`src/design/cts_pkg.sv`:
```
// ----------------------------------------------------------------------------
// cts_pkg
// Shared constants for the cooperative tick task scheduler: field widths,
// command codes and default sizes.
// ----------------------------------------------------------------------------
package cts_pkg;

  // Default sizes
  localparam int DEF_SLOTS     = 8;
  localparam int DEF_TICK_BITS = 16;
  localparam int DEF_RUN_BITS  = 8;

  // Most results one dispatch may give
  localparam int MAX_RESULTS   = 8;
  localparam int RES_CNT_W     = $clog2(MAX_RESULTS + 1);

  // Beat field widths
  localparam int CMD_W    = 2;
  localparam int SLOT_W   = 3;
  localparam int FIELD_W  = 16;

  // Command codes
  localparam logic [CMD_W-1:0] CMD_ADD      = 2'd0;
  localparam logic [CMD_W-1:0] CMD_DELETE   = 2'd1;
  localparam logic [CMD_W-1:0] CMD_TICK     = 2'd2;
  localparam logic [CMD_W-1:0] CMD_DISPATCH = 2'd3;

endpackage

```
`src/design/cts_if.sv`:
```
// ----------------------------------------------------------------------------
// cts_in_if / cts_out_if
// Valid/ready channels for command beats and result beats.
// ----------------------------------------------------------------------------
interface cts_in_if;
  logic                         valid;
  logic                         ready;
  logic [cts_pkg::CMD_W-1:0]    cmd;
  logic [cts_pkg::SLOT_W-1:0]   slot;
  logic [cts_pkg::FIELD_W-1:0]  delay;
  logic [cts_pkg::FIELD_W-1:0]  period;

  modport source (output valid, cmd, slot, delay, period, input ready);
  modport sink   (input valid, cmd, slot, delay, period, output ready);
endinterface

interface cts_out_if;
  logic                         valid;
  logic                         ready;
  logic [cts_pkg::SLOT_W-1:0]   run_slot;
  logic                         run_valid;
  logic                         last;

  modport source (output valid, run_slot, run_valid, last, input ready);
  modport sink   (input valid, run_slot, run_valid, last, output ready);
endinterface

```
`src/design/cts_ram.sv`:
```
// ----------------------------------------------------------------------------
// cts_ram
// Slot table storage: one write port, one read port, registered read data
// that holds while no read is issued.
// ----------------------------------------------------------------------------
module cts_ram #(
  parameter int DEPTH = cts_pkg::DEF_SLOTS,
  parameter int WIDTH = 2 * cts_pkg::DEF_TICK_BITS + cts_pkg::DEF_RUN_BITS
) (
  input  logic                     clk_i,
  input  logic                     we_i,
  input  logic [$clog2(DEPTH)-1:0] waddr_i,
  input  logic [WIDTH-1:0]         wdata_i,
  input  logic                     re_i,
  input  logic [$clog2(DEPTH)-1:0] raddr_i,
  output logic [WIDTH-1:0]         rdata_o
);

  logic [WIDTH-1:0] mem [DEPTH];

  // Write port
  always_ff @(posedge clk_i) begin
    if (we_i) begin
      mem[waddr_i] <= wdata_i;
    end
  end

  // Read port
  always_ff @(posedge clk_i) begin
    if (re_i) begin
      rdata_o <= mem[raddr_i];
    end
  end

endmodule

```
`src/design/cts_ctrl.sv`:
```
// ----------------------------------------------------------------------------
// cts_ctrl
// Command sequencer: takes command beats, walks the slot table through the
// RAM (read one slot, then update it and write it back from the update
// stage), keeps the slot valid bits and drives the result register.
// ----------------------------------------------------------------------------
module cts_ctrl #(
  parameter int SLOTS     = cts_pkg::DEF_SLOTS,
  parameter int TICK_BITS = cts_pkg::DEF_TICK_BITS,
  parameter int RUN_BITS  = cts_pkg::DEF_RUN_BITS
) (
  input  logic                                       clk_i,
  input  logic                                       rst_ni,
  cts_in_if.sink                                     in_i,
  cts_out_if.source                                  out_o,
  output logic                                       ram_we_o,
  output logic [$clog2(SLOTS)-1:0]                   ram_waddr_o,
  output logic [2*TICK_BITS+RUN_BITS-1:0]            ram_wdata_o,
  output logic                                       ram_re_o,
  output logic [$clog2(SLOTS)-1:0]                   ram_raddr_o,
  input  logic [2*TICK_BITS+RUN_BITS-1:0]            ram_rdata_i
);

  localparam int AddrW = $clog2(SLOTS);
  localparam int EntW  = 2 * TICK_BITS + RUN_BITS;
  localparam int ResW  = cts_pkg::RES_CNT_W;
  localparam logic [AddrW-1:0] LastSlot = AddrW'(SLOTS - 1);
  localparam logic [ResW-1:0]  MaxRes   = ResW'(cts_pkg::MAX_RESULTS);

  // Sequencer states
  localparam logic [1:0] S_IDLE = 2'd0;
  localparam logic [1:0] S_WALK = 2'd1;
  localparam logic [1:0] S_FIN  = 2'd2;

  logic [1:0]                  state_q;
  logic [cts_pkg::CMD_W-1:0]   cmd_q;
  logic [AddrW-1:0]            a_q;
  logic                        a_act_q;
  logic                        b_v_q;
  logic [AddrW-1:0]            b_slot_q;
  logic                        hold_v_q;
  logic [cts_pkg::SLOT_W-1:0]  hold_slot_q;
  logic [ResW-1:0]             n_q;
  logic [SLOTS-1:0]            valid_q;
  logic                        out_v_q;
  logic [cts_pkg::SLOT_W-1:0]  out_slot_q;
  logic                        out_run_q;
  logic                        out_last_q;

  logic                  in_fire;
  logic                  slot_ok;
  logic [AddrW-1:0]      in_addr;
  logic [TICK_BITS-1:0]  in_delay;
  logic [TICK_BITS-1:0]  in_period;
  logic [TICK_BITS-1:0]  r_delay;
  logic [TICK_BITS-1:0]  r_period;
  logic [RUN_BITS-1:0]   r_runs;
  logic [TICK_BITS-1:0]  n_delay;
  logic [RUN_BITS-1:0]   n_runs;
  logic                  is_disp;
  logic                  b_live;
  logic                  take;
  logic                  out_free;
  logic                  stall;
  logic                  adv;
  logic                  walk_done;
  logic                  push_mid;
  logic                  push_fin;

  // Input beat decode
  assign in_i.ready = (state_q == S_IDLE);
  assign in_fire    = in_i.valid && in_i.ready;
  assign slot_ok    = {29'd0, in_i.slot} < 32'(SLOTS);
  assign in_addr    = AddrW'(in_i.slot);
  assign in_delay   = TICK_BITS'(32'(in_i.delay));
  assign in_period  = TICK_BITS'(32'(in_i.period));

  // Entry fields of the slot in the update stage
  assign r_delay  = ram_rdata_i[EntW-1 -: TICK_BITS];
  assign r_period = ram_rdata_i[RUN_BITS+TICK_BITS-1 -: TICK_BITS];
  assign r_runs   = ram_rdata_i[RUN_BITS-1:0];

  assign is_disp  = (cmd_q == cts_pkg::CMD_DISPATCH);
  assign b_live   = b_v_q && valid_q[b_slot_q];
  assign take     = is_disp && b_live && (r_runs != '0) && (n_q < MaxRes);
  assign out_free = !out_v_q || out_o.ready;

  // A second ready slot pushes the held one out; wait if the result register is busy
  assign stall     = take && hold_v_q && !out_free;
  assign adv       = (state_q == S_WALK) && !stall;
  assign walk_done = adv && b_v_q && (b_slot_q == LastSlot);
  assign push_mid  = adv && take && hold_v_q;
  assign push_fin  = (state_q == S_FIN) && out_free;

  // Slot update: tick countdown / run accrual, or dispatch decrement
  always_comb begin
    n_delay = r_delay;
    n_runs  = r_runs;
    if (is_disp) begin
      n_runs = r_runs - 1'b1;
    end else if (r_delay != '0) begin
      n_delay = r_delay - 1'b1;
    end else begin
      if (!(&r_runs)) begin
        n_runs = r_runs + 1'b1;
      end
      if (r_period != '0) begin
        n_delay = r_period - 1'b1;
      end
    end
  end

  // RAM ports
  always_comb begin
    if (state_q == S_IDLE) begin
      ram_we_o    = in_fire && (in_i.cmd == cts_pkg::CMD_ADD) && slot_ok;
      ram_waddr_o = in_addr;
      ram_wdata_o = {in_delay, in_period, {RUN_BITS{1'b0}}};
    end else begin
      ram_we_o    = adv && (is_disp ? take : b_live);
      ram_waddr_o = b_slot_q;
      ram_wdata_o = {n_delay, r_period, n_runs};
    end
  end
  assign ram_re_o    = adv && a_act_q;
  assign ram_raddr_o = a_q;

  // Sequencer and walk pipeline
  always_ff @(posedge clk_i or negedge rst_ni) begin
    if (!rst_ni) begin
      state_q     <= S_IDLE;
      cmd_q       <= cts_pkg::CMD_ADD;
      a_q         <= '0;
      a_act_q     <= 1'b0;
      b_v_q       <= 1'b0;
      b_slot_q    <= '0;
      hold_v_q    <= 1'b0;
      hold_slot_q <= '0;
      n_q         <= '0;
    end else begin
      case (state_q)
        S_IDLE: begin
          if (in_fire) begin
            cmd_q    <= in_i.cmd;
            a_q      <= '0;
            a_act_q  <= 1'b1;
            b_v_q    <= 1'b0;
            hold_v_q <= 1'b0;
            n_q      <= '0;
            if (in_i.cmd inside {cts_pkg::CMD_TICK, cts_pkg::CMD_DISPATCH}) begin
              state_q <= S_WALK;
            end else begin
              state_q <= S_FIN;
            end
          end
        end
        S_WALK: begin
          if (adv) begin
            b_v_q    <= a_act_q;
            b_slot_q <= a_q;
            if (a_act_q) begin
              if (a_q == LastSlot) begin
                a_act_q <= 1'b0;
              end else begin
                a_q <= a_q + 1'b1;
              end
            end
            if (take) begin
              hold_v_q    <= 1'b1;
              hold_slot_q <= cts_pkg::SLOT_W'(b_slot_q);
              n_q         <= n_q + 1'b1;
            end
            if (walk_done) begin
              state_q <= S_FIN;
            end
          end
        end
        S_FIN: begin
          if (push_fin) begin
            hold_v_q <= 1'b0;
            state_q  <= S_IDLE;
          end
        end
        default: begin
          state_q <= S_IDLE;
        end
      endcase
    end
  end

  // Slot valid bits
  always_ff @(posedge clk_i or negedge rst_ni) begin
    if (!rst_ni) begin
      valid_q <= '0;
    end else if (in_fire && slot_ok) begin
      if (in_i.cmd == cts_pkg::CMD_ADD) begin
        valid_q[in_addr] <= 1'b1;
      end else if (in_i.cmd == cts_pkg::CMD_DELETE) begin
        valid_q[in_addr] <= 1'b0;
      end
    end else if (adv && take && (r_period == '0)) begin
      // one-shot task leaves the table after its run
      valid_q[b_slot_q] <= 1'b0;
    end
  end

  // Result register
  always_ff @(posedge clk_i or negedge rst_ni) begin
    if (!rst_ni) begin
      out_v_q <= 1'b0;
    end else if (push_mid || push_fin) begin
      out_v_q <= 1'b1;
    end else if (out_o.ready) begin
      out_v_q <= 1'b0;
    end
  end

  always_ff @(posedge clk_i) begin
    if (push_mid) begin
      out_slot_q <= hold_slot_q;
      out_run_q  <= 1'b1;
      out_last_q <= 1'b0;
    end else if (push_fin) begin
      out_last_q <= 1'b1;
      if (is_disp && hold_v_q) begin
        out_slot_q <= hold_slot_q;
        out_run_q  <= 1'b1;
      end else begin
        out_slot_q <= '0;
        out_run_q  <= 1'b0;
      end
    end
  end

  assign out_o.valid     = out_v_q;
  assign out_o.run_slot  = out_slot_q;
  assign out_o.run_valid = out_run_q;
  assign out_o.last      = out_last_q;

endmodule

```
`src/design/cooperative_tick_task_scheduler.sv`:
```
// ----------------------------------------------------------------------------
// cooperative_tick_task_scheduler
// Time-triggered cooperative scheduler over a table of priority-indexed slots.
// ----------------------------------------------------------------------------
// Usage:
//   in_i carries command beats (add, delete, tick, dispatch) with slot, delay
//   and period; results leave on out_o as run_slot/run_valid/last.
//   Add, delete and tick give one acknowledgement beat with last set. Dispatch
//   gives one beat per ready slot in slot order (0 first), last on the final
//   one, or a single beat with run_valid low when nothing is ready.
//   Add and delete go from the command beat straight to the finish state,
//   which loads their result once the result register is free. Tick and
//   dispatch walk the slot table through the RAM one slot per cycle while
//   no stall holds the walk, with registered read data, and then load the
//   final result from the finish state. One command is in work at a time;
//   the next beat is taken at the edge after the final result is loaded.
//   A stalled receiver holds the result register and the command in work; a
//   dispatch walk pauses on a second ready slot until the register frees up.
//   Reset clears all slot valid bits; the RAM needs no clearing since a slot's
//   counters are only used while the slot is valid.
// ----------------------------------------------------------------------------
module cooperative_tick_task_scheduler #(
  parameter int SLOTS     = cts_pkg::DEF_SLOTS,
  parameter int TICK_BITS = cts_pkg::DEF_TICK_BITS,
  parameter int RUN_BITS  = cts_pkg::DEF_RUN_BITS
) (
  input  logic       clk_i,
  input  logic       rst_ni,
  cts_in_if.sink     in_i,
  cts_out_if.source  out_o
);

  localparam int AddrW = $clog2(SLOTS);
  localparam int EntW  = 2 * TICK_BITS + RUN_BITS;

  logic              ram_we;
  logic [AddrW-1:0]  ram_waddr;
  logic [EntW-1:0]   ram_wdata;
  logic              ram_re;
  logic [AddrW-1:0]  ram_raddr;
  logic [EntW-1:0]   ram_rdata;

  // Slot counters storage
  cts_ram #(
    .DEPTH (SLOTS),
    .WIDTH (EntW)
  ) u_ram (
    .clk_i   (clk_i),
    .we_i    (ram_we),
    .waddr_i (ram_waddr),
    .wdata_i (ram_wdata),
    .re_i    (ram_re),
    .raddr_i (ram_raddr),
    .rdata_o (ram_rdata)
  );

  // Command sequencer
  cts_ctrl #(
    .SLOTS     (SLOTS),
    .TICK_BITS (TICK_BITS),
    .RUN_BITS  (RUN_BITS)
  ) u_ctrl (
    .clk_i       (clk_i),
    .rst_ni      (rst_ni),
    .in_i        (in_i),
    .out_o       (out_o),
    .ram_we_o    (ram_we),
    .ram_waddr_o (ram_waddr),
    .ram_wdata_o (ram_wdata),
    .ram_re_o    (ram_re),
    .ram_raddr_o (ram_raddr),
    .ram_rdata_i (ram_rdata)
  );

endmodule

```
`src/flat_wrapper.sv`:
```
// flat-port wrapper written by rule: the top's interface ports become plain ports
module cooperative_tick_task_scheduler_flat 
#(
  parameter int SLOTS     = cts_pkg::DEF_SLOTS,
  parameter int TICK_BITS = cts_pkg::DEF_TICK_BITS,
  parameter int RUN_BITS  = cts_pkg::DEF_RUN_BITS
)
  (clk_i, rst_ni, in_i_valid, in_i_cmd, in_i_slot, in_i_delay, in_i_period, in_i_ready, out_o_valid, out_o_run_slot, out_o_run_valid, out_o_last, out_o_ready);
  cts_in_if in_i_i ();
  cts_out_if out_o_i ();
  input  logic clk_i;
  input  logic rst_ni;
  input wire logic [$bits(in_i_i.valid)-1:0] in_i_valid;
  input wire logic [$bits(in_i_i.cmd)-1:0] in_i_cmd;
  input wire logic [$bits(in_i_i.slot)-1:0] in_i_slot;
  input wire logic [$bits(in_i_i.delay)-1:0] in_i_delay;
  input wire logic [$bits(in_i_i.period)-1:0] in_i_period;
  output wire logic [$bits(in_i_i.ready)-1:0] in_i_ready;
  output wire logic [$bits(out_o_i.valid)-1:0] out_o_valid;
  output wire logic [$bits(out_o_i.run_slot)-1:0] out_o_run_slot;
  output wire logic [$bits(out_o_i.run_valid)-1:0] out_o_run_valid;
  output wire logic [$bits(out_o_i.last)-1:0] out_o_last;
  input wire logic [$bits(out_o_i.ready)-1:0] out_o_ready;
  assign in_i_i.valid = in_i_valid;
  assign in_i_i.cmd = in_i_cmd;
  assign in_i_i.slot = in_i_slot;
  assign in_i_i.delay = in_i_delay;
  assign in_i_i.period = in_i_period;
  assign in_i_ready = in_i_i.ready;
  assign out_o_valid = out_o_i.valid;
  assign out_o_run_slot = out_o_i.run_slot;
  assign out_o_run_valid = out_o_i.run_valid;
  assign out_o_last = out_o_i.last;
  assign out_o_i.ready = out_o_ready;
  cooperative_tick_task_scheduler #(.SLOTS(SLOTS), .TICK_BITS(TICK_BITS), .RUN_BITS(RUN_BITS)) u_core (.clk_i(clk_i), .rst_ni(rst_ni), .in_i(in_i_i), .out_o(out_o_i));
endmodule
```
`config.mk`:
```
export PLATFORM = sky130hd
export DESIGN_NAME = cooperative_tick_task_scheduler_flat
export DESIGN_NICKNAME = d
export VERILOG_FILES = /design/src/design/cts_pkg.sv /design/src/design/cts_if.sv /design/src/design/cts_ram.sv /design/src/design/cts_ctrl.sv /design/src/design/cooperative_tick_task_scheduler.sv /design/src/flat_wrapper.sv
export SDC_FILE = /design/constraint.sdc
export NUM_CORES = 1
export LEC_CHECK = 0
export CAP_MARGIN = 25
export CORE_ASPECT_RATIO = 0.6
export CORE_MARGIN = 2
export CORE_UTILIZATION = 60
export CTS_BUF_LIST = sky130_fd_sc_hd__clkbuf_16
export DETAILED_ROUTE_END_ITERATION = 8
export DONT_BUFFER_PORTS = 1
export MAX_ROUTING_LAYER = met4
export PLACE_DENSITY_LB_ADDON = 0.05
export SKIP_LAST_GASP = 1
export SYNTH_ARGS = -nofsm -noshare
export SYNTH_HDL_FRONTEND = slang
export SYNTH_SLANG_ARGS = --single-unit
```
`constraint.sdc`:
```
create_clock -name clk_i -period 4.56 [get_ports clk_i]
set_input_delay 0.456 -clock clk_i [delete_from_list [all_inputs] [get_ports clk_i]]
set_output_delay 0.456 -clock clk_i [all_outputs]
set_load 0.02 [all_outputs]
```
==> impl_metrics.yaml <==
outcome:
  status: "finished, final reports clean"
place:
  dpl-instance-area_um2: 17300
  port_buffers: 0
  dp_slack_ns: 1.14
  dp_hpwl_mm: 23.5
  gp_congestion: 0.925
critical_path:
  cp-start-kind: "register"
  crit_fanout: 40
  worstSetupStartpoint: "u_core.u_ctrl.b_slot_q[2]"
  r2r_end: "u_core.u_ram.rdata_o[28]"
  end_kind: "register"
  r2r_cells: 7
  r2r_start: "u_core.u_ctrl.b_slot_q[2]"
  cp.arrival_ns: 3.61
  critPathCapture: "u_core.u_ram.rdata_o[28]"
  crit_required_ns: 4.72
  path_class: "reg -> reg"
  r2r_slack_ns: 1.11
clock_tree:
  htreeDepth: 2
  cts.path.max_buffers: 3
  post-cts-setup-buffers: 0
  cts-root-buf: "clkbuf_16"
  insertion_delay_ns: 0.53
  cts.sinks: 394
  clk_pin_slew_worst_paths_ns: 0.07
  cts_tree: "yes"
  cts_resized: 0
  cts_buffers: 36
logic_synthesis:
  syn_area_um2: 16800
  synthArstFlopShare_pct: 7.36
  synth-edff-count: 363
  synth_seq_cells: 394
  yosysTopAreaCell: "edfxtp_1"
  syn_inst: 1008
  synthDominantCellAreaShare_pct: 65.0
  ys.flop_type: "edfxtp_1"
  synth_area_leaders: "edfxtp_1, mux4_2, dfrtp_1, mux2_2, nand2_1"
  avgSynthCellArea_um2: 16.6
  synth.distinct_cells: 69
  syn_nets: 1059
  yosysSeqAreaShare_pct: 69.6
  yosysWarnings: 0
finish:
  antenna_cells: 0
  mostFrequentLayoutCells: "edfxtp_1, nand2_1, mux4_2"
  fillers: 1850
  area_growth_pct: 10.2
  finalNetCount: 1071
  post-route-cell-area_um2: 18500
  drive_above_1_share_pct: 22.0
  final_common_cell: "edfxtp_1"
power:
  p_leak_nw: 6.00
  clkPwrFrac_pct: 24.2
  ir_drop_v: 0.000740
  powerDensity_nw_per_um2: 649
  netSwitchingPower_mw: 3.92
  seqPwrFrac_pct: 47.3
  comb_power_share_pct: 28.4
  power.share.switching_pct: 32.7
  internal_power_mw: 8.07
drt:
  wl_met3_mm: 2.93
  detail_route.wl_per_cell_um: 26.7
  met2_length_mm: 17.3
  first_pass_iters: 8
  antenna_left: 0
  viasPerCell: 6.52
  drcViolationCount: 0
  wl_met1_mm: 16.6
  via_count: 9223
  top_layer: "met4"
  wirelength_mm: 37.8
  first_iter_violations: 1169
floorplanning:
  coreArea_um2: 27500
  ios: 48
  die_w_um: 220
  rows: 47
  die_area_um2: 29300
  die_h_um: 133
  initial_core_util_pct: 60.9
timing:
  max-slew-margin-rel_pct: 36.1
  hold_viol_final: 0
  setup_viol: 0
  rsz0062_at_grt: "false"
  tns_ns: 0
  fin_ws_ns: 1.11
  min_period_ns: 3.45
  max_freq_ghz: 0.290
  min_period_over_period_pct: 75.6
  tightest_slew_ns: 0.950
  skew_ns: 0.0154
  report.final.slew_viol_count: 0
min_path:
  hp-class: "in -> reg"
grt:
  grt_pass1_vias: 9047
  grt_overflow: 0
  grt_max_degree: 50
  grt_pass1_wl_mm: 56.7
  grt_usage_pct: 27.4
  antenna_found_initial: 0
run:
  maxCapViolations: 0
-- per-stage QoR --
stage	utilization (%)	std cells	hold WS (ns)	power [mW]
6_report	67.1	1414	0.0768	12.0
2_1_floorplan	-	1008	0.160	7.99
3_3_place_gp	62.8	1345	0.161	8.94
3_5_place_dp	62.8	1345	0.161	9.08
5_1_grt	67.1	1414	0.0721	12.6
4_1_cts	67.0	1412	0.0653	12.0
-- synthesized netlist by cell type (all sizes together) (7+ instances only) --
| cell | count |
|---|---|
| edfxtp | 363 |
| nand2 | 94 |
| mux4 | 80 |
| nor2 | 58 |
| mux2 | 50 |
| o21ai | 39 |
| a21oi | 29 |
| dfrtp | 29 |
| clkbuf | 27 |
| buf | 22 |
| nor3 | 18 |
| inv | 15 |
| nand3 | 14 |
| xnor2 | 12 |
| nor4 | 11 |
| ha | 10 |
| mux2i | 10 |
| a31oi | 9 |
| nand4 | 9 |
| and2 | 8 |
| nor2b | 8 |
| and3 | 7 |
| o22ai | 7 |
| or4 | 7 |
| xor2 | 7 |
-- repair_timing --
action / in CTS / in global routing
hold endpoints to repair: 29 / 0
hold buffers: 2 / 0
setup endpoints to repair: 0 / 0
-- power groups by stage --
| stage | Combinational (mW) | Sequential [mW] | Clock (mW) |
|---|---|---|---|
| 2_1_floorplan | 2.55 | 5.44 | 0 |
| 3_3_place_gp | 3.14 | 5.80 | 0 |
| 3_5_place_dp | 3.25 | 5.84 | 0 |
| 4_1_cts | 3.28 | 5.76 | 2.95 |
| 5_1_grt | 3.72 | 5.73 | 3.10 |
| 6_report | 3.41 | 5.68 | 2.90 |
-- routing by layer --
metal	vias to the layer above	GRT usage, %
met5	-	-
met3	72	5.11
met1	4689	40.6
li1	4019	-
met4	0	7.01
met2	443	40.0
-- cell type report --
| class | count | area, um^2 | area share [%] |
|---|---|---|---|
| Sequential cell | 394 | 11700 | 63.2 |
| Multi-Input combinational cell | 550 | 4880 | 26.4 |
| Clock buffer | 37 | 926 | 5.01 |
| Tap cell | 367 | 459 | 2.49 |
| Timing Repair Buffer | 23 | 268 | 1.45 |
| Clock inverter | 28 | 205 | 1.11 |
| Inverter | 15 | 56.3 | 0.305 |
-- cells by family (layout without fill, tap and decap cells) --
kind of cell | Yosys count | count (layout) | synth area share, %
flops | 394 | 394 | 69.6
buf+inv | 64 | 103 | 1.63
mux | 140 | 140 | 14.8
compound gates | 123 | 123 | 4.60
simple gates | 258 | 258 | 7.63
xor+xnor | 19 | 19 | 0.993
fa+ha+maj | 10 | 10 | 0.746
-- registers in the layout, summed over array words and instances, names as in the netlist, named ones only --
signal                         cells
u_core.u_ram.rdata_o              40
u_core.u_ctrl.b_v_q                1
u_core.u_ctrl.n_q                  4
u_core.u_ctrl.cmd_q                2
u_core.u_ctrl.b_slot_q             3
u_core.u_ctrl.a_act_q              1
u_core.u_ctrl.out_o.last           1
u_core.u_ctrl.hold_v_q             1
u_core.u_ctrl.ram_raddr_o          3
u_core.u_ctrl.out_o.run_valid      1
u_core.u_ctrl.out_o.run_slot       3
u_core.u_ram.mem                 320
u_core.u_ctrl.state_q              2
u_core.u_ctrl.out_o.valid          1
u_core.u_ctrl.hold_slot_q          3
-- how the worst min path moves through the flow --
stage / startpoint / end / slack, ns / cells after the start
6_report: in_i_cmd[1] / u_core.u_ctrl.cmd_q[1] / 0.08 / 1
3_3_place_gp: rst_ni / async pin / 0.16 / 0
5_1_grt: in_i_cmd[1] / u_core.u_ctrl.cmd_q[1] / 0.07 / 1
2_1_floorplan: rst_ni / async pin / 0.16 / 0
3_5_place_dp: rst_ni / async pin / 0.16 / 0
4_1_cts: in_i_cmd[1] / u_core.u_ctrl.cmd_q[1] / 0.07 / 1
-- worst max-delay path, cell delays in order, from the launching register on --
cell	delay, ns
dfrtp_1	0.59
mux2_4	0.33
and3_1	0.17
a221o_1	0.36
o211ai_2	0.44
o21a_1	0.43
and2_2	0.21
buf_4	0.48
No activity file was read; power rests on OpenSTA's default activity.
